--- src/rtl/ckc_pkg.sv ---
// shared types, constants and helpers for the composite key compare core
`timescale 1ns / 1ps
package ckc_pkg;

    localparam int MAX_ATTRS    = 8;
    localparam int INT_BYTES    = 4;
    localparam int MAX_ATTR_LEN = 63;

    localparam int BYTE_W     = 8;
    localparam int CNT_W      = 4;
    localparam int KINDS_W    = 8;
    localparam int LEN_W      = 6;
    localparam int LENS_W     = LEN_W * MAX_ATTRS;
    localparam int IDX_W      = 3;
    localparam int INT_ACC_W  = BYTE_W * (INT_BYTES - 1);
    localparam int CFG_ADDR_W = 2;
    localparam int CFG_DATA_W = LENS_W;

    typedef enum logic [1:0] {
        ORDER_LESS    = 2'd0,
        ORDER_EQUAL   = 2'd1,
        ORDER_GREATER = 2'd2
    } order_t;

    typedef enum logic [CFG_ADDR_W-1:0] {
        CFG_ATTR_COUNT   = 2'd0,
        CFG_ATTR_KINDS   = 2'd1,
        CFG_ATTR_LENGTHS = 2'd2
    } cfg_addr_t;

    // decoded attribute layout
    typedef struct packed {
        logic [CNT_W-1:0]                  count;
        logic [MAX_ATTRS-1:0]              is_str;
        logic [MAX_ATTRS-1:0][LEN_W-1:0]   len;
    } attr_cfg_t;

    // running compare state between words
    typedef struct packed {
        logic [IDX_W-1:0]     attr_index;
        logic [LEN_W-1:0]     byte_in_attr;
        logic                 decided;
        order_t               verdict;
        logic                 string_done;
        logic [INT_ACC_W-1:0] int_bytes_a;
        logic [INT_ACC_W-1:0] int_bytes_b;
    } cmp_state_t;

    function automatic cmp_state_t state_reset();
        cmp_state_t s;
        s.attr_index   = '0;
        s.byte_in_attr = '0;
        s.decided      = 1'b0;
        s.verdict      = ORDER_EQUAL;
        s.string_done  = 1'b0;
        s.int_bytes_a  = '0;
        s.int_bytes_b  = '0;
        return s;
    endfunction

endpackage

--- src/rtl/ckc_cfg_regs.sv ---
// configuration registers and attribute layout decode
`timescale 1ns / 1ps
module ckc_cfg_regs (
    input  logic                           aclk,
    input  logic                           aresetn,
    input  logic                           cfg_wr_en,
    input  logic [ckc_pkg::CFG_ADDR_W-1:0] cfg_addr,
    input  logic [ckc_pkg::CFG_DATA_W-1:0] cfg_wr_data,
    output ckc_pkg::attr_cfg_t             attr_cfg
);
    import ckc_pkg::*;

    logic [CNT_W-1:0]   count_reg;
    logic [KINDS_W-1:0] kinds_reg;
    logic [LENS_W-1:0]  lens_reg;

    always_ff @(posedge aclk) begin
        if (!aresetn) begin
            count_reg <= CNT_W'(1);
            kinds_reg <= '0;
            lens_reg  <= LENS_W'(INT_BYTES);
        end else if (cfg_wr_en) begin
            case (cfg_addr)
                CFG_ATTR_COUNT:   count_reg <= cfg_wr_data[CNT_W-1:0];
                CFG_ATTR_KINDS:   kinds_reg <= cfg_wr_data[KINDS_W-1:0];
                CFG_ATTR_LENGTHS: lens_reg  <= cfg_wr_data[LENS_W-1:0];
                default: ;
            endcase
        end
    end

    // clamp count and lengths, integers always take the fixed width
    always_comb begin
        logic [LEN_W-1:0] raw;
        attr_cfg.count  = (count_reg > CNT_W'(MAX_ATTRS)) ? CNT_W'(MAX_ATTRS) : count_reg;
        attr_cfg.is_str = kinds_reg[MAX_ATTRS-1:0];
        for (int i = 0; i < MAX_ATTRS; i++) begin
            raw = lens_reg[i*LEN_W +: LEN_W];
            if (!kinds_reg[i]) begin
                attr_cfg.len[i] = LEN_W'(INT_BYTES);
            end else if (raw > LEN_W'(MAX_ATTR_LEN)) begin
                attr_cfg.len[i] = LEN_W'(MAX_ATTR_LEN);
            end else begin
                attr_cfg.len[i] = raw;
            end
        end
    end

endmodule

--- src/rtl/ckc_step.sv ---
// per-word compare step: skip empty attributes, compare one byte pair
`timescale 1ns / 1ps
module ckc_step (
    input  ckc_pkg::attr_cfg_t             attr_cfg,
    input  ckc_pkg::cmp_state_t            cur_state,
    input  logic [ckc_pkg::BYTE_W-1:0]     byte_a,
    input  logic [ckc_pkg::BYTE_W-1:0]     byte_b,
    output ckc_pkg::cmp_state_t            next_state
);
    import ckc_pkg::*;

    logic [IDX_W-1:0]       cur;
    logic                   active;
    logic [LEN_W-1:0]       cur_len;
    logic [LEN_W:0]         byte_plus;
    logic [CNT_W-1:0]       idx_plus;
    logic [1:0]             int_pos;
    logic [BYTE_W*INT_BYTES-1:0] va;
    logic [BYTE_W*INT_BYTES-1:0] vb;
    logic                   stop;
    logic                   nxt_found;
    logic [IDX_W-1:0]       nxt_idx;

    // find the attribute this byte belongs to
    always_comb begin
        cur    = cur_state.attr_index;
        active = 1'b0;
        if (cur_state.decided) begin
            active = 1'b0;
        end else if (CNT_W'(cur_state.attr_index) >= attr_cfg.count) begin
            active = 1'b0;
        end else if (cur_state.byte_in_attr != '0) begin
            active = 1'b1;
        end else begin
            for (int j = 0; j < MAX_ATTRS; j++) begin
                if (!active && CNT_W'(j) >= CNT_W'(cur_state.attr_index)
                        && CNT_W'(j) < attr_cfg.count && attr_cfg.len[j] != '0) begin
                    active = 1'b1;
                    cur    = IDX_W'(j);
                end
            end
        end
    end

    assign cur_len   = attr_cfg.len[cur];
    assign byte_plus = {1'b0, cur_state.byte_in_attr} + (LEN_W+1)'(1);
    assign idx_plus  = CNT_W'(cur) + CNT_W'(1);
    assign int_pos   = cur_state.byte_in_attr[1:0];
    assign va        = {byte_a, cur_state.int_bytes_a};
    assign vb        = {byte_b, cur_state.int_bytes_b};

    // first non-empty attribute after the current one
    always_comb begin
        nxt_found = 1'b0;
        nxt_idx   = cur;
        for (int j = 0; j < MAX_ATTRS; j++) begin
            if (!nxt_found && CNT_W'(j) >= idx_plus
                    && CNT_W'(j) < attr_cfg.count && attr_cfg.len[j] != '0) begin
                nxt_found = 1'b1;
                nxt_idx   = IDX_W'(j);
            end
        end
    end

    always_comb begin
        next_state = cur_state;
        stop       = 1'b0;
        if (!active) begin
            // nothing left to compare
            next_state.decided = 1'b1;
            stop               = 1'b1;
        end else begin
            next_state.attr_index = cur;
            if (!attr_cfg.is_str[cur]) begin
                if (cur_state.byte_in_attr < LEN_W'(INT_BYTES - 1)) begin
                    next_state.int_bytes_a = cur_state.int_bytes_a
                        | (INT_ACC_W'(byte_a) << {int_pos, 3'b000});
                    next_state.int_bytes_b = cur_state.int_bytes_b
                        | (INT_ACC_W'(byte_b) << {int_pos, 3'b000});
                end else if (va != vb) begin
                    next_state.decided = 1'b1;
                    next_state.verdict = ($signed(va) < $signed(vb)) ? ORDER_LESS
                                                                     : ORDER_GREATER;
                    stop               = 1'b1;
                end
            end else if (!cur_state.string_done) begin
                if (byte_a != byte_b) begin
                    next_state.decided = 1'b1;
                    next_state.verdict = (byte_a < byte_b) ? ORDER_LESS : ORDER_GREATER;
                    stop               = 1'b1;
                end else if (byte_a == '0) begin
                    next_state.string_done = 1'b1;
                end
            end
            if (!stop) begin
                if (byte_plus >= {1'b0, cur_len}) begin
                    // attribute finished, move on to the next non-empty one
                    if (!nxt_found) begin
                        next_state.decided = 1'b1;
                    end else begin
                        next_state.attr_index = nxt_idx;
                    end
                    next_state.byte_in_attr = '0;
                    next_state.string_done  = 1'b0;
                    next_state.int_bytes_a  = '0;
                    next_state.int_bytes_b  = '0;
                end else begin
                    next_state.byte_in_attr = byte_plus[LEN_W-1:0];
                end
            end
        end
    end

endmodule

--- src/rtl/composite_key_compare_core.sv ---
// top level: lexicographic compare of two streamed multi-attribute keys
// throughput: one byte pair per cycle unless a final pair waits on a held result;
//   input register feeds a compare step that updates the running state and loads
//   the result register
// reset: synchronous active-low aresetn clears the handshakes and compare state
//   and loads the register defaults (one integer attribute)
`timescale 1ns / 1ps
module composite_key_compare_core (
    input  logic                           aclk,
    input  logic                           aresetn,
    // configuration write port
    input  logic                           cfg_wr_en,
    input  logic [ckc_pkg::CFG_ADDR_W-1:0] cfg_addr,
    input  logic [ckc_pkg::CFG_DATA_W-1:0] cfg_wr_data,
    // input byte pairs
    input  logic                           s_valid,
    output logic                           s_ready,
    input  logic [ckc_pkg::BYTE_W-1:0]     s_byte_a,
    input  logic [ckc_pkg::BYTE_W-1:0]     s_byte_b,
    input  logic                           s_final_pair,
    // compare result
    output logic                           m_valid,
    input  logic                           m_ready,
    output logic [1:0]                     m_order
);
    import ckc_pkg::*;

    attr_cfg_t  attr_cfg;

    // input register stage
    logic              in_valid_reg;
    logic [BYTE_W-1:0] in_byte_a_reg;
    logic [BYTE_W-1:0] in_byte_b_reg;
    logic              in_final_reg;

    // running compare state
    cmp_state_t state_reg;
    cmp_state_t state_next;

    // result register
    logic   out_valid_reg;
    order_t out_order_reg;

    logic consume;

    ckc_cfg_regs u_cfg (
        .aclk        (aclk),
        .aresetn     (aresetn),
        .cfg_wr_en   (cfg_wr_en),
        .cfg_addr    (cfg_addr),
        .cfg_wr_data (cfg_wr_data),
        .attr_cfg    (attr_cfg)
    );

    ckc_step u_step (
        .attr_cfg   (attr_cfg),
        .cur_state  (state_reg),
        .byte_a     (in_byte_a_reg),
        .byte_b     (in_byte_b_reg),
        .next_state (state_next)
    );

    // a word without the final flag never needs the result register,
    // a final word waits only while an untaken result sits there
    assign consume = in_valid_reg && (!in_final_reg || !out_valid_reg || m_ready);
    assign s_ready = !in_valid_reg || consume;

    always_ff @(posedge aclk) begin
        if (!aresetn) begin
            in_valid_reg <= 1'b0;
        end else if (s_ready) begin
            in_valid_reg <= s_valid;
        end
    end

    // payload holds while the stage is stalled
    always_ff @(posedge aclk) begin
        if (s_ready && s_valid) begin
            in_byte_a_reg <= s_byte_a;
            in_byte_b_reg <= s_byte_b;
            in_final_reg  <= s_final_pair;
        end
    end

    // compare state: advance per word, start over after the final pair
    always_ff @(posedge aclk) begin
        if (!aresetn) begin
            state_reg <= state_reset();
        end else if (consume) begin
            if (in_final_reg) begin
                state_reg <= state_reset();
            end else begin
                state_reg <= state_next;
            end
        end
    end

    always_ff @(posedge aclk) begin
        if (!aresetn) begin
            out_valid_reg <= 1'b0;
        end else if (consume && in_final_reg) begin
            out_valid_reg <= 1'b1;
        end else if (m_ready) begin
            out_valid_reg <= 1'b0;
        end
    end

    always_ff @(posedge aclk) begin
        if (consume && in_final_reg) begin
            out_order_reg <= state_next.verdict;
        end
    end

    assign m_valid = out_valid_reg;
    assign m_order = out_order_reg;

endmodule
--- config.mk ---
export PLATFORM = sky130hd
export DESIGN_NAME = composite_key_compare_core
export DESIGN_NICKNAME = d
export VERILOG_FILES = /design/src/rtl/ckc_pkg.sv /design/src/rtl/ckc_cfg_regs.sv /design/src/rtl/ckc_step.sv /design/src/rtl/composite_key_compare_core.sv
export SDC_FILE = /design/constraint.sdc
export NUM_CORES = 1
export LEC_CHECK = 0
export BUFFER_PORTS_ARGS = -buffer_cell sky130_fd_sc_hd__buf_2
export CORE_ASPECT_RATIO = 0.9
export CORE_MARGIN = 8
export CORE_UTILIZATION = 65
export CTS_CLUSTER_DIAMETER = 150
export CTS_CLUSTER_SIZE = 8
export DETAILED_ROUTE_END_ITERATION = 10
export MAX_ROUTING_LAYER = met4
export PLACE_DENSITY = 0.92
export SLEW_MARGIN = 20
export SYNTH_ARGS = -nofsm -noshare
export SYNTH_HDL_FRONTEND = slang
export SYNTH_HIERARCHICAL = 1
export SYNTH_SLANG_ARGS = --single-unit
--- constraint.sdc ---
create_clock -name aclk -period 9.1 [get_ports aclk]
set_clock_uncertainty 0.1 [all_clocks]
set_input_delay 0.455 -clock aclk [delete_from_list [all_inputs] [get_ports aclk]]
set_output_delay 0.455 -clock aclk [all_outputs]
set_load 0.02 [all_outputs]
==> impl_metrics.py <==
metrics = {
    "pwr": {
        "clkPwrFrac_pct": 35.4,
        "irDropWorstVdd_mv": 0.1900,
        "power_switching_mw": 0.7038,
        "power_mw": 1.974,
        "switching_share_pct": 35.66,
        "intPower_mw": 1.270,
        "comb_power_share_pct": 29.6,
        "p_leak_nw": 3.927,
        "seqPwrFrac_pct": 35.0,
        "p_per_area_nw_per_um2": 210.4,
    },
    "clocking": {
        "htree_levels": 4,
        "cts.sinks": 142,
        "cts_hold_buf": 0,
        "cts_root_buffer": "clkbuf_16",
        "cts_tree": "done",
        "numCtsBuffers": 17,
        "cts_setup_buffers": 0,
        "clock_latency_ns": 0.44,
        "clk_transition_reported_paths_ns": 0.06,
        "clockBufferDepth": 2,
        "ctsResizeCount": 0,
    },
    "synth": {
        "synth_ff_type": "dfxtp_1",
        "syn_nets": 1116,
        "synth-seq-cells": 142,
        "synth_edf_count": 19,
        "yosysSeqAreaShare_pct": 36.09,
        "synth_cells": 996,
        "syn_avg_cell_area_um2": 8.438,
        "ys.warnings.count": 6,
        "synthesis.area_um2": 8404,
        "ys_types": 62,
        "async_reset_ff_share_pct": 0,
    },
    "worst_setup_path": {
        "worst-setup-path-type": "flop to flop",
        "r2r_start": "u_cfg/count_reg[3]$_SDFFE_PN0P_",
        "startpoint_type": "flop",
        "startpoint": "u_cfg/count_reg[3]$_SDFFE_PN0P_",
        "regToRegSetupSlack_ns": 2.77,
        "required_ns": 9.32,
        "cp_max_fo": 34,
        "end_kind": "flop",
        "cp.arrival_ns": 6.55,
        "r2r_cells": 25,
        "r2r-end": "state_reg[58]$_SDFFE_PN0P_",
    },
    "global_routing": {
        "grt_start_max_net_pins": 111,
        "grt_pass1_wl_um": 36690,
        "gr-total-overflow": 0,
        "grt_pass1_vias": 7378,
        "grtUsageTotal_pct": 28.26,
        "antenna_found_initial": 0,
    },
    "route": {
        "drcViolationCount": 0,
        "totalWireLength_um": 22930,
        "drt_pre_antenna_iters": 5,
        "wire_per_inst_um": 18.84,
        "ant_nets": 0,
        "viasPerCell": 6.407,
        "routed-via-count": 7797,
        "drt_iter0_markers": 994,
    },
    "sta": {
        "setup_violations": 0,
        "fin_ws_ns": 2.770,
        "fin_crit_sh_pct": 69.56,
        "worstMarginPinSlew_ns": 1.063,
        "rsz0062_at_grt": "no",
        "min_period_ns": 6.330,
        "slew_violations": 0,
        "max_freq_ghz": 0.1580,
        "slew_headroom_pct": 28.58,
        "fin_tns_setup_ns": 0,
        "hold_viol": 0,
    },
    "layout": {
        "drive_above_1_share_pct": 12.73,
        "antenna_cells": 0,
        "largest_reg_flops": 61,
        "final_util_pct": 74.23,
        "areaGrowthSynthToFinish_pct": 11.63,
        "nets": 1160,
    },
    "die": {
        "rows": 39,
        "dieHeight_um": 123.9,
        "dieArea_um2": 16830,
        "io_pins": 76,
        "initial_core_util_pct": 66.50,
        "die_w_um": 135.9,
        "core_um2": 12640,
    },
    "job": {
        "drv_cap": 0,
    },
    "placement": {
        "place_congestion": 0.9209,
        "place_ws_ns": 3.022,
        "io_buffers": 75,
        "dp_hpwl_um": 15270,
    },
    "hold_path": {
        "worstHoldEndpoint": "in_byte_b_reg[7]$_DFFE_PP_",
        "whs_path_depth": 1,
        "hold_class": "primary input to flop",
        "min_from": "s_byte_b[7]",
    },
    "outcome": {
        "outcome": "complete, no violations",
    },
}
-- worst max-delay path by stage --
stage / to / slack, ns / cells after the start
after floorplan: state_reg[58]$_SDFFE_PN0P_ / 3.35 / 27
after global placement: state_reg[59]$_SDFFE_PN0P_ / 3.24 / 25
after detailed placement: state_reg[58]$_SDFFE_PN0P_ / 3.02 / 25
after CTS: state_reg[58]$_SDFFE_PN0P_ / 2.90 / 25
after global routing: state_reg[59]$_SDFFE_PN0P_ / 2.29 / 25
final: state_reg[58]$_SDFFE_PN0P_ / 2.77 / 25
-- through the flow --
stage,instances,instance area [µm²],hold slack (ns)
global route,1217,9382,0.07680
floorplan,996,8404,0.3296
detailed placement,1185,8788,0.3435
global placement,1185,8788,0.3385
CTS,1217,9374,0.08053
finish,1217,9382,0.09081
-- cells in the final DEF, fill, tap and decap left out, drive strengths merged, types with 7 or more instances in the layout --
cell    count
mux2i      72
dfxtp     123
inv        54
nand3       8
a21boi      7
a31oi       8
nand2     156
o21ai      24
buf        82
edfxtp     19
nand2b     19
nor2b      14
nand4       8
a21o       14
nor4       13
nor3        8
and2       42
clkbuf     17
nor2       80
a21oi      78
and3        8
a22o       60
a211oi     13
ha         48
-- worst max-delay path, cell delays in order (launching register included) --
cell	delay, ns
dfxtp_1	0.54
nor2_1	0.18
ha_1	0.32
nand2b_1	0.14
a211o_1	0.32
a211oi_2	0.51
nand2_1	0.13
a221oi_1	0.26
or2_2	0.62
inv_1	0.37
nand2_1	0.14
and3_1	0.16
a31oi_1	0.04
a21oi_1	0.17
ha_1	0.24
a21o_1	0.16
a21oi_1	0.14
nor2b_1	0.06
o21ai_0	0.18
nand2b_1	0.11
a21oi_1	0.23
o21a_1	0.34
nor2_1	0.11
a21o_1	0.20
o221a_2	0.24
a22o_1	0.20
-- cells by family after synthesis --
kind of cell               Yosys count  synth area share [%]
adders and majority gates           48                 7.146
and+or+nand+nor                    373                 20.83
xor gates and xnor gates             6                0.6253
DFF                                142                 36.09
AOI/OAI and AO/OA                  248                 20.66
buffers and inverters              106                 5.940
muxes                               73                 8.709
-- cell type report --
class,count,area (µm²)
Fill cell,859,3257
Sequential cell,142,3033
Timing Repair Buffer,82,430.4
Multi-Input combinational cell,748,4943
Clock inverter,15,160.2
Clock buffer,17,425.4
Tap cell,164,205.2
Inverter,49,183.9
-- synth_stat cells, types with 5 or more instances --
cell type	n	area, µm²
nand2_1	156	585.6
dfxtp_1	123	2462
nor2_1	80	300.3
a21oi_1	78	390.4
mux2i_1	72	720.7
a22o_1	60	525.5
inv_1	49	183.9
ha_1	48	600.6
and2_1	42	262.8
clkbuf_1	28	105.1
o21ai_0	24	120.1
edfxtp_1	19	570.6
nand2b_1	19	118.9
a21o_1	14	105.1
nor2b_1	14	87.58
nor4_1	13	81.33
a211oi_1	12	90.09
buf_2	11	55.05
buf_6	10	112.6
a31oi_1	8	50.05
and3_1	8	50.05
nand3_1	8	40.04
nand4_1	8	50.05
nor3_1	8	40.04
a21boi_0	7	52.55
a31o_2	5	43.79
o211ai_1	5	37.54
-- power groups by stage --
stage               Combinational (mW)  Sequential [mW]  Clock [mW]
finish                           0.584            0.691       0.698
global route                     0.628            0.693       0.729
CTS                              0.560            0.689       0.701
detailed placement               0.550            0.702           0
global placement                 0.535            0.701           0
floorplan                        0.423            0.691           0
-- routing by layer --
layer  track usage, %  routed length (µm)  vias to the layer above
met1            38.22               10420                     3670
met2            40.66                9925                      461
met4            10.14                 403                        0
li1                 -                   -                     3623
met3            6.452                2186                       43
met5                -                   0                        -
No activity file was read; power rests on OpenSTA's default activity.
